`src/rtl/mms_pkg.sv`:
```
// Shared types, constants and helper functions of the momentum scroll block.
`default_nettype none
package mms_pkg;

    localparam int FRAC_BITS   = 16;
    localparam int DELTA_WIDTH = 12;
    localparam int STATE_W     = 32;
    localparam int MOVE_W      = 8;
    localparam int BUTTON_W    = 8;
    localparam int CFG_W       = 4;
    localparam int CFG_IDX_W   = 3;
    localparam int MIDDLE_BIT  = 2;
    localparam int MOVE_LIMIT  = 127;

    // 1.00 needs one integer bit above the fraction
    localparam int GAIN_W      = FRAC_BITS + 1;
    localparam int SPEED_GAIN_W = GAIN_W + CFG_W;
    localparam int MUL_B_W     = SPEED_GAIN_W + 1;
    localparam int PROD_W      = STATE_W + MUL_B_W;
    localparam int SENS_MAX    = 10;
    localparam int MOVE_PROD_W = DELTA_WIDTH + CFG_W + 1;

    typedef enum logic [CFG_IDX_W-1:0] {
        CFG_SCROLL_SENS  = 3'd0,
        CFG_SCROLL_SPEED = 3'd1,
        CFG_POINTER_SPEED = 3'd2,
        CFG_FLIP_X       = 3'd3,
        CFG_FLIP_Y       = 3'd4,
        CFG_FLIP_SCROLL  = 3'd5
    } cfg_idx_t;

    typedef enum logic [3:0] {
        ST_IDLE,
        ST_MOVE,
        ST_MUL_DY,
        ST_VEL_ADD,
        ST_MUL_VEL,
        ST_VEL_SCALE,
        ST_ACC_ADD,
        ST_WHEEL,
        ST_MUL_V70,
        ST_VEL_IDLE,
        ST_ACC_IDLE,
        ST_OUT
    } state_t;

    typedef enum logic [1:0] {
        MUL_DY_GAIN,
        MUL_VEL_K82,
        MUL_VEL_K70,
        MUL_ACC_K70
    } mul_sel_t;

    typedef struct packed {
        logic     load_in;
        logic     calc_move;
        logic     mul_en;
        mul_sel_t mul_sel;
        logic     vel_add;
        logic     vel_scale;
        logic     acc_add;
        logic     acc_wheel;
        logic     acc_scale;
        logic     out_load;
    } dp_cmd_t;

    typedef struct packed {
        logic scroll;
        logic out_free;
    } dp_status_t;

    // round-to-nearest fixed-point value of hundredths
    function automatic logic [GAIN_W-1:0] fx_const(input int unsigned h);
        logic [63:0] t;
        t = ((64'(h) << FRAC_BITS) + 64'd50) / 64'd100;
        return t[GAIN_W-1:0];
    endfunction

    typedef logic [GAIN_W-1:0] gain_tab_t [0:SENS_MAX];

    localparam gain_tab_t GAIN_TAB = '{
        fx_const(4),  fx_const(6),  fx_const(8),  fx_const(10),
        fx_const(14), fx_const(18), fx_const(25), fx_const(35),
        fx_const(50), fx_const(75), fx_const(100)
    };

    localparam logic [GAIN_W-1:0] K_DECAY_SCROLL = fx_const(82);
    localparam logic [GAIN_W-1:0] K_DECAY_IDLE   = fx_const(70);
    localparam logic signed [STATE_W-1:0] T_VEL_SNAP =
        signed'(STATE_W'(fx_const(3)));
    localparam logic signed [STATE_W-1:0] T_ACC_SNAP =
        signed'(STATE_W'(fx_const(5)));

    function automatic logic signed [STATE_W-1:0] sat32(
        input logic signed [PROD_W:0] s);
        logic signed [PROD_W:0] hi;
        logic signed [PROD_W:0] lo;
        hi = (PROD_W+1)'(signed'(32'h7fff_ffff));
        lo = (PROD_W+1)'(signed'(32'h8000_0000));
        if (s > hi) begin
            return signed'(32'h7fff_ffff);
        end
        if (s < lo) begin
            return signed'(32'h8000_0000);
        end
        return signed'(s[STATE_W-1:0]);
    endfunction

    // product / 2^FRAC_BITS, truncated toward zero
    function automatic logic signed [STATE_W-1:0] fx_trunc(
        input logic signed [PROD_W-1:0] p);
        logic signed [PROD_W-1:0] b;
        b = p[PROD_W-1] ? p + PROD_W'((64'd1 << FRAC_BITS) - 64'd1) : p;
        return signed'(b[FRAC_BITS+STATE_W-1:FRAC_BITS]);
    endfunction

    function automatic logic fx_small(input logic signed [STATE_W-1:0] v,
                                      input logic signed [STATE_W-1:0] t);
        return (v > -t) && (v < t);
    endfunction

    function automatic logic signed [MOVE_W-1:0] clamp_move(
        input logic signed [STATE_W-1:0] v);
        if (v > STATE_W'(MOVE_LIMIT)) begin
            return MOVE_W'(MOVE_LIMIT);
        end
        if (v < -(STATE_W'(MOVE_LIMIT))) begin
            return -(MOVE_W'(MOVE_LIMIT));
        end
        return signed'(v[MOVE_W-1:0]);
    endfunction

endpackage
`default_nettype wire

```
`src/rtl/mms_dp.sv`:
```
// Datapath: config registers, scroll state, shared multiplier, result register.
`default_nettype none
module mms_dp (
    input  wire logic                                       aclk,
    input  wire logic                                       aresetn,
    input  wire logic                                       cfg_wr_en,
    input  wire logic [mms_pkg::CFG_IDX_W-1:0]              cfg_index,
    input  wire logic [mms_pkg::CFG_W-1:0]                  cfg_wr_data,
    input  wire logic signed [mms_pkg::DELTA_WIDTH-1:0]     s_raw_dx,
    input  wire logic signed [mms_pkg::DELTA_WIDTH-1:0]     s_raw_dy,
    input  wire logic [mms_pkg::BUTTON_W-1:0]               s_button_bits,
    input  wire mms_pkg::dp_cmd_t                           cmd,
    output mms_pkg::dp_status_t                             status,
    output logic                                            m_valid,
    input  wire logic                                       m_ready,
    output logic [mms_pkg::BUTTON_W-1:0]                    m_button_report,
    output logic signed [mms_pkg::MOVE_W-1:0]               m_move_x,
    output logic signed [mms_pkg::MOVE_W-1:0]               m_move_y,
    output logic signed [mms_pkg::MOVE_W-1:0]               m_wheel_step,
    output logic                                            m_activity
);

    logic [mms_pkg::CFG_W-1:0] sens_reg;
    logic [mms_pkg::CFG_W-1:0] sspeed_reg;
    logic [mms_pkg::CFG_W-1:0] pspeed_reg;
    logic flip_x_reg;
    logic flip_y_reg;
    logic flip_scroll_reg;

    logic signed [mms_pkg::DELTA_WIDTH-1:0] dx_reg;
    logic signed [mms_pkg::DELTA_WIDTH-1:0] dy_reg;
    logic [mms_pkg::BUTTON_W-1:0]           buttons_reg;
    logic                                   scroll_reg;

    logic [mms_pkg::SPEED_GAIN_W-1:0]       gain_reg;
    logic signed [mms_pkg::PROD_W-1:0]      prod_reg;
    logic signed [mms_pkg::STATE_W-1:0]     vel_reg;
    logic signed [mms_pkg::STATE_W-1:0]     vel_next;
    logic signed [mms_pkg::STATE_W-1:0]     acc_reg;
    logic signed [mms_pkg::STATE_W-1:0]     acc_next;

    logic signed [mms_pkg::MOVE_W-1:0]      mx_reg;
    logic signed [mms_pkg::MOVE_W-1:0]      my_reg;
    logic signed [mms_pkg::MOVE_W-1:0]      wheel_reg;
    logic signed [mms_pkg::MOVE_W-1:0]      wheel_next;

    logic [mms_pkg::CFG_W-1:0]              sens_sel;
    logic signed [mms_pkg::STATE_W-1:0]     mul_a;
    logic signed [mms_pkg::MUL_B_W-1:0]     mul_b;
    logic signed [mms_pkg::MOVE_PROD_W-1:0] mx_prod;
    logic signed [mms_pkg::MOVE_PROD_W-1:0] my_prod;
    logic signed [mms_pkg::MOVE_W-1:0]      mx_clamp;
    logic signed [mms_pkg::MOVE_W-1:0]      my_clamp;
    logic signed [mms_pkg::STATE_W-1:0]     vel_scaled;
    logic signed [mms_pkg::STATE_W-1:0]     acc_scaled;
    logic signed [mms_pkg::STATE_W-1:0]     acc_bias;
    logic signed [mms_pkg::STATE_W-1:0]     whole;
    logic signed [mms_pkg::MOVE_W-1:0]      whole_clamp;
    logic [mms_pkg::BUTTON_W-1:0]           middle_mask;

    // config writes; unknown indexes are dropped
    always_ff @(posedge aclk) begin
        if (!aresetn) begin
            sens_reg        <= mms_pkg::CFG_W'(5);
            sspeed_reg      <= mms_pkg::CFG_W'(1);
            pspeed_reg      <= mms_pkg::CFG_W'(1);
            flip_x_reg      <= 1'b0;
            flip_y_reg      <= 1'b0;
            flip_scroll_reg <= 1'b0;
        end else if (cfg_wr_en) begin
            case (mms_pkg::cfg_idx_t'(cfg_index))
                mms_pkg::CFG_SCROLL_SENS:   sens_reg        <= cfg_wr_data;
                mms_pkg::CFG_SCROLL_SPEED:  sspeed_reg      <= cfg_wr_data;
                mms_pkg::CFG_POINTER_SPEED: pspeed_reg      <= cfg_wr_data;
                mms_pkg::CFG_FLIP_X:        flip_x_reg      <= cfg_wr_data[0];
                mms_pkg::CFG_FLIP_Y:        flip_y_reg      <= cfg_wr_data[0];
                mms_pkg::CFG_FLIP_SCROLL:   flip_scroll_reg <= cfg_wr_data[0];
                default: begin
                end
            endcase
        end
    end

    assign sens_sel = (sens_reg > mms_pkg::CFG_W'(mms_pkg::SENS_MAX)) ?
                      mms_pkg::CFG_W'(mms_pkg::SENS_MAX) : sens_reg;

    // pointer motion
    always_comb begin
        mx_prod  = mms_pkg::MOVE_PROD_W'(dx_reg) *
                   mms_pkg::MOVE_PROD_W'(signed'({1'b0, pspeed_reg}));
        my_prod  = mms_pkg::MOVE_PROD_W'(dy_reg) *
                   mms_pkg::MOVE_PROD_W'(signed'({1'b0, pspeed_reg}));
        mx_clamp = mms_pkg::clamp_move(mms_pkg::STATE_W'(mx_prod));
        my_clamp = mms_pkg::clamp_move(mms_pkg::STATE_W'(my_prod));
        if (flip_x_reg) begin
            mx_clamp = -mx_clamp;
        end
        if (flip_y_reg) begin
            my_clamp = -my_clamp;
        end
    end

    // shared multiplier operands
    always_comb begin
        case (cmd.mul_sel)
            mms_pkg::MUL_DY_GAIN: begin
                mul_a = mms_pkg::STATE_W'(dy_reg);
                mul_b = signed'({1'b0, gain_reg});
            end
            mms_pkg::MUL_VEL_K82: begin
                mul_a = vel_reg;
                mul_b = signed'(mms_pkg::MUL_B_W'(mms_pkg::K_DECAY_SCROLL));
            end
            mms_pkg::MUL_VEL_K70: begin
                mul_a = vel_reg;
                mul_b = signed'(mms_pkg::MUL_B_W'(mms_pkg::K_DECAY_IDLE));
            end
            mms_pkg::MUL_ACC_K70: begin
                mul_a = acc_reg;
                mul_b = signed'(mms_pkg::MUL_B_W'(mms_pkg::K_DECAY_IDLE));
            end
            default: begin
                mul_a = vel_reg;
                mul_b = '0;
            end
        endcase
    end

    // state updates
    always_comb begin
        vel_scaled  = mms_pkg::fx_trunc(prod_reg);
        acc_scaled  = mms_pkg::fx_trunc(prod_reg);
        acc_bias    = acc_reg + (acc_reg[mms_pkg::STATE_W-1] ?
                      mms_pkg::STATE_W'((64'd1 << mms_pkg::FRAC_BITS) - 64'd1) :
                      mms_pkg::STATE_W'(0));
        whole       = acc_bias >>> mms_pkg::FRAC_BITS;
        whole_clamp = mms_pkg::clamp_move(whole);
        vel_next    = vel_reg;
        acc_next    = acc_reg;
        wheel_next  = wheel_reg;
        if (cmd.vel_add) begin
            vel_next = mms_pkg::sat32((mms_pkg::PROD_W+1)'(prod_reg) +
                                      (mms_pkg::PROD_W+1)'(vel_reg));
        end
        if (cmd.vel_scale) begin
            vel_next = vel_scaled;
            // scroll mode only snaps while the wheel axis is idle
            if ((!scroll_reg || dy_reg == '0) &&
                mms_pkg::fx_small(vel_scaled, mms_pkg::T_VEL_SNAP)) begin
                vel_next = '0;
            end
        end
        if (cmd.acc_add) begin
            acc_next = mms_pkg::sat32((mms_pkg::PROD_W+1)'(acc_reg) +
                                      (mms_pkg::PROD_W+1)'(vel_reg));
        end
        if (cmd.acc_wheel) begin
            acc_next   = acc_reg -
                         (mms_pkg::STATE_W'(whole_clamp) <<< mms_pkg::FRAC_BITS);
            wheel_next = flip_scroll_reg ? -whole_clamp : whole_clamp;
        end
        if (cmd.acc_scale) begin
            acc_next = acc_scaled;
            if (mms_pkg::fx_small(acc_scaled, mms_pkg::T_ACC_SNAP)) begin
                acc_next = '0;
            end
        end
        if (cmd.load_in) begin
            wheel_next = '0;
        end
    end

    always_ff @(posedge aclk) begin
        if (!aresetn) begin
            vel_reg <= '0;
            acc_reg <= '0;
        end else begin
            vel_reg <= vel_next;
            acc_reg <= acc_next;
        end
    end

    always_ff @(posedge aclk) begin
        wheel_reg <= wheel_next;
        if (cmd.load_in) begin
            dx_reg      <= s_raw_dx;
            dy_reg      <= s_raw_dy;
            buttons_reg <= s_button_bits;
            scroll_reg  <= s_button_bits[mms_pkg::MIDDLE_BIT];
        end
        if (cmd.calc_move) begin
            mx_reg   <= scroll_reg ? '0 : mx_clamp;
            my_reg   <= scroll_reg ? '0 : my_clamp;
            // widen both factors first: 1.00 times 15 needs the full gain width
            gain_reg <= mms_pkg::SPEED_GAIN_W'(mms_pkg::GAIN_TAB[sens_sel]) *
                        mms_pkg::SPEED_GAIN_W'(sspeed_reg);
        end
        if (cmd.mul_en) begin
            prod_reg <= mul_a * mul_b;
        end
    end

    // result register
    assign middle_mask = scroll_reg ?
                         mms_pkg::BUTTON_W'(1 << mms_pkg::MIDDLE_BIT) : '0;

    always_ff @(posedge aclk) begin
        if (!aresetn) begin
            m_valid <= 1'b0;
        end else if (cmd.out_load) begin
            m_valid <= 1'b1;
        end else if (m_ready) begin
            m_valid <= 1'b0;
        end
    end

    always_ff @(posedge aclk) begin
        if (cmd.out_load) begin
            m_button_report <= buttons_reg & ~middle_mask;
            m_move_x        <= mx_reg;
            m_move_y        <= my_reg;
            m_wheel_step    <= wheel_reg;
            m_activity      <= (mx_reg != '0) || (my_reg != '0) ||
                               (wheel_reg != '0);
        end
    end

    assign status.scroll   = scroll_reg;
    assign status.out_free = !m_valid || m_ready;

endmodule
`default_nettype wire

```
`src/rtl/mms_ctrl.sv`:
```
// Sequencer that steps the datapath through one report tick.
`default_nettype none
module mms_ctrl (
    input  wire logic                aclk,
    input  wire logic                aresetn,
    input  wire logic                s_valid,
    output logic                     s_ready,
    input  wire mms_pkg::dp_status_t status,
    output mms_pkg::dp_cmd_t         cmd
);

    mms_pkg::state_t state_reg;
    mms_pkg::state_t state_next;

    always_ff @(posedge aclk) begin
        if (!aresetn) begin
            state_reg <= mms_pkg::ST_IDLE;
        end else begin
            state_reg <= state_next;
        end
    end

    always_comb begin
        state_next  = state_reg;
        cmd         = '0;
        cmd.mul_sel = mms_pkg::MUL_DY_GAIN;
        s_ready     = 1'b0;
        case (state_reg)
            mms_pkg::ST_IDLE: begin
                s_ready     = 1'b1;
                cmd.load_in = s_valid;
                if (s_valid) begin
                    state_next = mms_pkg::ST_MOVE;
                end
            end
            mms_pkg::ST_MOVE: begin
                cmd.calc_move = 1'b1;
                state_next = status.scroll ? mms_pkg::ST_MUL_DY : mms_pkg::ST_MUL_V70;
            end
            mms_pkg::ST_MUL_DY: begin
                cmd.mul_en  = 1'b1;
                cmd.mul_sel = mms_pkg::MUL_DY_GAIN;
                state_next  = mms_pkg::ST_VEL_ADD;
            end
            mms_pkg::ST_VEL_ADD: begin
                cmd.vel_add = 1'b1;
                state_next  = mms_pkg::ST_MUL_VEL;
            end
            mms_pkg::ST_MUL_VEL: begin
                cmd.mul_en  = 1'b1;
                cmd.mul_sel = mms_pkg::MUL_VEL_K82;
                state_next  = mms_pkg::ST_VEL_SCALE;
            end
            mms_pkg::ST_VEL_SCALE: begin
                cmd.vel_scale = 1'b1;
                state_next    = mms_pkg::ST_ACC_ADD;
            end
            mms_pkg::ST_ACC_ADD: begin
                cmd.acc_add = 1'b1;
                state_next  = mms_pkg::ST_WHEEL;
            end
            mms_pkg::ST_WHEEL: begin
                cmd.acc_wheel = 1'b1;
                state_next    = mms_pkg::ST_OUT;
            end
            mms_pkg::ST_MUL_V70: begin
                cmd.mul_en  = 1'b1;
                cmd.mul_sel = mms_pkg::MUL_VEL_K70;
                state_next  = mms_pkg::ST_VEL_IDLE;
            end
            mms_pkg::ST_VEL_IDLE: begin
                cmd.vel_scale = 1'b1;
                cmd.mul_en    = 1'b1;
                cmd.mul_sel   = mms_pkg::MUL_ACC_K70;
                state_next    = mms_pkg::ST_ACC_IDLE;
            end
            mms_pkg::ST_ACC_IDLE: begin
                cmd.acc_scale = 1'b1;
                state_next    = mms_pkg::ST_OUT;
            end
            mms_pkg::ST_OUT: begin
                if (status.out_free) begin
                    cmd.out_load = 1'b1;
                    state_next   = mms_pkg::ST_IDLE;
                end
            end
            default: begin
                state_next = mms_pkg::ST_IDLE;
            end
        endcase
    end

endmodule
`default_nettype wire

```
`src/rtl/mouse_motion_momentum_scroll.sv`:
```
// Top level: pointer motion with middle-button momentum scroll.
//
//   channel | direction | handshake          | payload
//   --------+-----------+--------------------+--------------------------------------
//   s_      | in        | s_valid / s_ready  | s_raw_dx, s_raw_dy, s_button_bits
//   m_      | out       | m_valid / m_ready  | m_button_report, m_move_x, m_move_y,
//           |           |                    | m_wheel_step, m_activity
//   cfg_    | in        | cfg_wr_en          | cfg_index, cfg_wr_data
//
// One request at a time: after the accept cycle the sequencer walks the single
// shared 32x22 multiplier, with a longer run of steps in scroll mode than outside it.
// Result sits in an output register; a new request is taken while it waits,
// and the tick stalls in its final step only if the old result is still held.
// aresetn (synchronous) clears velocity, accumulator and config to defaults.
`default_nettype none
module mouse_motion_momentum_scroll (
    input  wire logic                                    aclk,
    input  wire logic                                    aresetn,
    // config write port
    input  wire logic                                    cfg_wr_en,
    input  wire logic [mms_pkg::CFG_IDX_W-1:0]           cfg_index,
    input  wire logic [mms_pkg::CFG_W-1:0]               cfg_wr_data,
    // request in
    input  wire logic                                    s_valid,
    output logic                                         s_ready,
    input  wire logic signed [mms_pkg::DELTA_WIDTH-1:0]  s_raw_dx,
    input  wire logic signed [mms_pkg::DELTA_WIDTH-1:0]  s_raw_dy,
    input  wire logic [mms_pkg::BUTTON_W-1:0]            s_button_bits,
    // report out
    output logic                                         m_valid,
    input  wire logic                                    m_ready,
    output logic [mms_pkg::BUTTON_W-1:0]                 m_button_report,
    output logic signed [mms_pkg::MOVE_W-1:0]            m_move_x,
    output logic signed [mms_pkg::MOVE_W-1:0]            m_move_y,
    output logic signed [mms_pkg::MOVE_W-1:0]            m_wheel_step,
    output logic                                         m_activity
);

    mms_pkg::dp_cmd_t    cmd;
    mms_pkg::dp_status_t status;

    // sequencer: one state per multiply / update step, ST_VEL_IDLE does both
    mms_ctrl u_ctrl (
        .aclk    (aclk),
        .aresetn (aresetn),
        .s_valid (s_valid),
        .s_ready (s_ready),
        .status  (status),
        .cmd     (cmd)
    );

    // Q16.16 velocity / accumulator, motion clamp, result register
    mms_dp u_dp (
        .aclk            (aclk),
        .aresetn         (aresetn),
        .cfg_wr_en       (cfg_wr_en),
        .cfg_index       (cfg_index),
        .cfg_wr_data     (cfg_wr_data),
        .s_raw_dx        (s_raw_dx),
        .s_raw_dy        (s_raw_dy),
        .s_button_bits   (s_button_bits),
        .cmd             (cmd),
        .status          (status),
        .m_valid         (m_valid),
        .m_ready         (m_ready),
        .m_button_report (m_button_report),
        .m_move_x        (m_move_x),
        .m_move_y        (m_move_y),
        .m_wheel_step    (m_wheel_step),
        .m_activity      (m_activity)
    );

endmodule
`default_nettype wire
```
`config.mk`:
```
export PLATFORM = sky130hd
export DESIGN_NAME = mouse_motion_momentum_scroll
export DESIGN_NICKNAME = d
export VERILOG_FILES = /design/src/rtl/mms_pkg.sv /design/src/rtl/mms_dp.sv /design/src/rtl/mms_ctrl.sv /design/src/rtl/mouse_motion_momentum_scroll.sv
export SDC_FILE = /design/constraint.sdc
export NUM_CORES = 2
export LEC_CHECK = 0
export BUFFER_PORTS_ARGS = -buffer_cell sky130_fd_sc_hd__buf_2
export CAP_MARGIN = 5
export CORE_MARGIN = 8
export CORE_UTILIZATION = 60
export CTS_CLUSTER_DIAMETER = 100
export DETAILED_ROUTE_END_ITERATION = 7
export HOLD_SLACK_MARGIN = 0.08
export PLACE_DENSITY = 0.87
export SLEW_MARGIN = 15
export SYNTH_ARGS = -nofsm -noshare
export SYNTH_HDL_FRONTEND = slang
export SYNTH_SLANG_ARGS = --single-unit
```
`constraint.sdc`:
```
create_clock -name aclk -period 11.2 [get_ports aclk]
set_input_delay 1.12 -clock aclk [delete_from_list [all_inputs] [get_ports aclk]]
set_output_delay 1.12 -clock aclk [all_outputs]
set_load 0.05 [all_outputs]
```
; ---- Word level (Yosys, flattened, before mapping)
; Memory sizes are Yosys's and may differ from the RTL's.
; Index checks and enable logic that the tools add are counted.
[totals]
rom_bits = 272
word_cells = 181
inputBits = 44
ff_bits = 249
mem_count = 1
[classes]
reduce_logical = 30
add_sub_neg = 8
n_eq_ne = 21
n_mul = 4
n_mux = 74
bitwise = 3
n_lt_le_gt_ge = 16
[memory_table]
columns = memory, depth, word_bits, read_ports, rd_ports_with_merged_regs, write_ports, line
row1 = (name not given), 16, 17, 1, 0, 0, mms_dp.sv:195  ; gain_reg <= mms_pkg::SPEED_GAIN_W'(mms_pkg::GAIN_TAB[sens_sel]) *
[op_table]
columns = cell, count
row1 = two-way mux 32 bit, 15
row2 = two-way mux 8 bit, 15
row3 = > comparator 55 x 32 -> 1 bit (second input constant), 2
row4 = < comparator 55 x 32 -> 1 bit (second input constant), 2
row5 = case mux 32 bit (3 select lines), 1
row6 = case mux 22 bit (3 select lines), 1
row7 = adder 54 x 32 -> 55 bit, 1
row8 = multiplier 32 x 22 -> 54 bit, 1
row9 = adder 48 x 16 -> 48 bit (second input constant), 1
row10 = two-way mux 48 bit, 1
row11 = case mux 4 bit (11 select lines), 1
row12 = > comparator 17 x 8 -> 1 bit (second input constant), 2
row13 = < comparator 17 x 8 -> 1 bit (second input constant), 2
row14 = multiplier 12 x 5 -> 17 bit, 2
row15 = two-way mux 17 bit, 2
row16 = adder 32 x 32 -> 33 bit, 1
row17 = adder 32 x 16 -> 32 bit, 1
row18 = > comparator 32 x 12 -> 1 bit (second input constant), 1
row19 = > comparator 32 x 13 -> 1 bit (second input constant), 1
row20 = < comparator 32 x 12 -> 1 bit (second input constant), 1
row21 = < comparator 32 x 13 -> 1 bit (second input constant), 1
row22 = subtractor 32 x 24 -> 32 bit, 1
row23 = two-way mux 1 bit, 31
row24 = negator 8 bit, 3
row25 = other kinds (34), 66

; ---- Logic depth before layout (Yosys ltp)
[depth]
word_depth = 11
ltp_mapped = 40
depth_no_buf = 36

; ---- Hierarchy
; From an unflattened synthesis, not the netlist that was laid out.
[unflattened]
hier_cells = 5517
hier_area_um2 = 47130.2
[by_module_without_submodules]
columns = mod, n_inst, seq_area_each_um2, cells_per_inst, area_each_um2
row1 = mms_dp, 1, 6416.2, 5469, 46752.3
row2 = mms_ctrl, 1, 80.1, 48, 377.9

; ---- Worst setup path after synthesis
; OpenSTA, ideal clock, no wires.
[synth_timing]
kind = reg2reg
start = register u_ctrl.state_reg[2]
end = register u_dp.prod_reg[53] (netlist name), data pin
setup_time_ns = 0.260
path_stages_with_launch = 39
slack_ns = 1.721
n_path_buf = 6
period_less_slack_ns = 9.479
required_ns = 10.940
arrival_time_ns = 9.219
cell_sequence = dfxtp_1 > clkbuf_1 > clkbuf_1 > nand2_1 > o21ai_0 > nor2b_1 > inv_1 > ha_1 > clkbuf_1 > or3_1 > clkbuf_1 > o21ai_1 > clkbuf_1 > nor2_1 > fa_1 > fa_1 > inv_1 > fa_1 > [... 3 more ...] > fa_1 > inv_1 > fa_1 > inv_1 > ha_1 > clkbuf_1 > a21o_1 > a21o_1 > a221o_1 > a22o_1 > a31oi_1 > nor4_1 > a21bo_2 > o2111ai_1 > a31oi_1 > a311o_1 > a21oi_1 > xnor2_1
[synth_via]
elab_chain_len = 6
[synth_rtl]
columns = element, line
row1 = start: declaration, mms_ctrl.sv:12  ; mms_pkg::state_t state_reg;
row2 = start signal: assignment, mms_ctrl.sv:17  ; state_reg <= mms_pkg::ST_IDLE;
row3 = start signal: assignment, mms_ctrl.sv:19  ; state_reg <= state_next;
row4 = equality test 4 bit (tied with other cells), mms_ctrl.sv:28  ; case (state_reg)
row5 = case mux 3 bit (4 select lines) *, mms_ctrl.sv:28
row6 = equality test 2 x 1 -> 1 bit or equality test 2 bit (tied branches), mms_dp.sv:105  ; case (cmd.mul_sel)
row7 = OR reduction 2 bit (no line), -
row8 = case mux 32 bit (3 select lines) or case mux 22 bit (3 select lines) (tied branches), mms_dp.sv:105
row9 = multiplier 32 x 22 -> 54 bit *, mms_dp.sv:199  ; prod_reg <= mul_a * mul_b;
row10 = end signal: assignment, mms_dp.sv:199
row11 = end: declaration, mms_dp.sv:36  ; logic signed [mms_pkg::PROD_W-1:0] prod_reg;
; Mark *: on every way between the ends. The rest lies on a longest branch, timed or not. The select of a mux whose other input is x is not followed.
; A chain may end at the register's enable or synchronous reset.

; ---- Worst setup path after layout
[layout_timing]
start = register u_ctrl.state_reg[0]
end = register u_dp.prod_reg[53] (netlist name), data pin
; Same word-level chain as after synthesis.

==> results.json <==
{
  "yosys_warnings": 0,
  "r2r_slack_ps": 540,
  "place.gp.congestion": 1.045,
  "rows": 102,
  "syn_area_um2": 47030,
  "num_vias": 40350,
  "initial_core_util": 0.6061,
  "cap_violations": 0,
  "cpPeakStageDelay_ps": 710,
  "place_ws_ps": 217.9,
  "wl_met3_mm": 17.50,
  "cts_root_buf": "clkbuf_16",
  "ctsHoldBuffers": 0,
  "dpl.hpwl_mm": 116.9,
  "antenna_found_initial": 2,
  "area_delta_synth_final_pct": 5.353,
  "final_cells": 6500,
  "nets": 6585,
  "path_depth": 33,
  "dp.cells": 6441,
  "synth_area_leaders": "fa_1 (32%), edfxtp_1 (9.9%), ha_1 (9.5%)",
  "wl_met2_mm": 64.11,
  "cts_buffers": 31,
  "clockBufferDepth": 3,
  "syn-instance-count": 5470,
  "ys.flop_type": "edfxtp_1",
  "start_kind": "flop",
  "fmax_ghz": 0.09378,
  "cpMostUsedCell": "fa_1",
  "r2r_start": "u_ctrl.state_reg[0]",
  "setup_viol": 0,
  "synth_area_per_cell_um2": 8.597,
  "outcome": "finished clean",
  "endpoint": "u_dp.prod_reg[53]",
  "grt_overflow": 0,
  "die_w_um": 296.0,
  "hp-class": "flop to flop",
  "ys_seq_area_frac": 0.1381,
  "die-area_um2": 87600,
  "largest_reg_flops": 54,
  "yosysMostFrequentCell": "inv_1",
  "cts_tree": "done",
  "clock-sinks": 247,
  "synth_seq_cells": 247,
  "finalCritPeriodShare": 0.9521,
  "tightest_slew_ps": 1215,
  "dr.first_iter.drc_count": 4262,
  "multi_input_area_um2": 36350,
  "clk_latency_ps": 630,
  "n_fill_cell": 6435,
  "period_minus_slack_ps": 10660,
  "synth_top_area_cell": "fa_1",
  "drive_above_1_share": 0.05239,
  "cts_max_level": 1,
  "grt_pass1_wl_mm": 225.6,
  "required_ps": 11540,
  "crit_arrival_ps": 11000,
  "slew_headroom": 0.1848,
  "grt_max_degree": 63,
  "crit_fanout": 27,
  "met1Wirelength_mm": 54.36,
  "totalWireLength_mm": 145.2,
  "synth_top_area_share": 0.3197,
  "reg2reg_to": "u_dp.prod_reg[53]",
  "synth.distinct_cells": 94,
  "synthTopCellsByCount": "inv_1 (882), fa_1 (751), nand2_1 (590), nor2_1 (574), ha_1 (356)",
  "finalHoldViolCount": 0,
  "cpMaxStageDelayCell": "o21a_1",
  "final.setup_skew_ps": 47.99,
  "placed_cell_area_um2": 48540,
  "ant_nets": 0,
  "highest_layer": "met5",
  "crit_family": "adder cells",
  "viasPerCell": 6.208,
  "setup_ws_ps": 536.7,
  "critical_path_class": "flop to flop",
  "worst-path-buf-inv": 7,
  "io_buffers": 77,
  "coreArea_um2": 77590,
  "grt_pass1_vias": 40410,
  "r2r_cells": 33,
  "syn_nets": 6621,
  "end_kind": "flop",
  "finalInstanceArea_um2": 49550,
  "die_height_um": 296.0,
  "clk_pin_slew_worst_paths_ps": 60,
  "drv_slew": 0,
  "synthArstFlopShare": 0,
  "rsz0062_at_grt": "no",
  "synth_edf_count": 155,
  "seqCellArea_um2": 6496,
  "ios": 79,
  "drc": 0,
  "drt_first_pass_iters": 8,
  "tns_ps": 0,
  "track_usage": 0.3296,
  "critPathLaunch": "u_ctrl.state_reg[0]",
  "drt-wirelength-per-cell_um": 22.33
}
-- layout by cell type (no fill, tap or decap), types with 61 or more instances in the layout --
cell / synthesis / layout
inv_1: 882 / 882
fa_1: 751 / 751
nand2_1: 590 / 589
nor2_1: 574 / 571
ha_1: 356 / 355
a21oi_1: 248 / 245
o21ai_0: 200 / 191
edfxtp_1: 155 / 155
xnor2_1: 139 / 139
and2_1: 120 / 119
dfxtp_1: 92 / 92
a21o_1: 91 / 91
buf_4: 3 / 91
buf_2: 3 / 77
o21a_1: 68 / 68
xor2_1: 64 / 64
nor3_1: 63 / 62
nand2b_1: 61 / 61
-- layer usage --
| layer | vias to the layer above | GRT usage |
|---|---|---|
| li1 | 17790 | - |
| met1 | 19720 | 0.4225 |
| met2 | 2291 | 0.5158 |
| met3 | 538 | 0.09167 |
| met4 | 4 | 0.1599 |
| met5 | - | 0 |
-- worst register-to-register path: cells and delay by family (launching register included) --
family	cells	cell delay, ps
adder cells (fa/ha/maj)	9	4250
AO/OA/AOI/OAI	11	3310
buffers and inverters	7	1400
AND/OR/NAND/NOR	5	750
flip-flops	1	580
XOR/XNOR	1	80
-- final cells by class --
cell class / instances / area share
diodes: 1 / 0.00005051
multi-input cells: 4102 / 0.7337
clock buffers: 39 / 0.01626
clock inverters: 19 / 0.003712
well taps: 1040 / 0.02626
repair buffers: 169 / 0.02197
flip-flops and latches: 247 / 0.1311
inverters: 883 / 0.06690
-- how the worst min path moves through the flow --
| stage | startpoint | endpoint | slack [ps] | depth (start not counted) |
|---|---|---|---|---|
| after global routing | u_dp.buttons_reg[4] | u_dp.m_button_report[4] | 430 | 0 |
| after CTS | u_dp.buttons_reg[4] | u_dp.m_button_report[4] | 430 | 0 |
| after global placement | u_dp.buttons_reg[7] | u_dp.m_button_report[7] | 400 | 0 |
| after floorplan | u_dp.buttons_reg[0] | u_dp.m_button_report[0] | 400 | 0 |
| after detailed placement | u_dp.buttons_reg[4] | u_dp.m_button_report[4] | 410 | 0 |
| final | u_dp.buttons_reg[4] | u_dp.m_button_report[4] | 420 | 0 |
-- through the flow --
stage / hold WS (ps) / util
after floorplan: 400.3 / -
after global placement: 400.4 / 0.6255
after detailed placement: 411.5 / 0.6255
after CTS: 426.2 / 0.6383
after global routing: 427.4 / 0.6385
final: 424.4 / 0.6385
-- cell families (layout without fill, tap and decap cells) --
family | after synthesis | in the layout | synth area share
adders and majority gates | 1111 | 1111 | 0.4153
AOI/OAI and AO/OA | 1013 | 1013 | 0.1422
DFF | 247 | 247 | 0.1381
other | 1 | 2 | 0.00007974
muxes | 24 | 24 | 0.005108
and+or+nand+nor | 1750 | 1750 | 0.1711
xor gates and xnor gates | 203 | 203 | 0.03781
buffers and inverters | 1121 | 1110 | 0.09030
-- timing repair --
item | in CTS | in global routing
setup buffers | 0 | 0
setup endpoints to repair | 0 | 4
resized for setup | 0 | 2
Power is left out: the tool's default activity adds up to more than one toggle a clock period on the data nets, which glitch-free logic cannot reach.
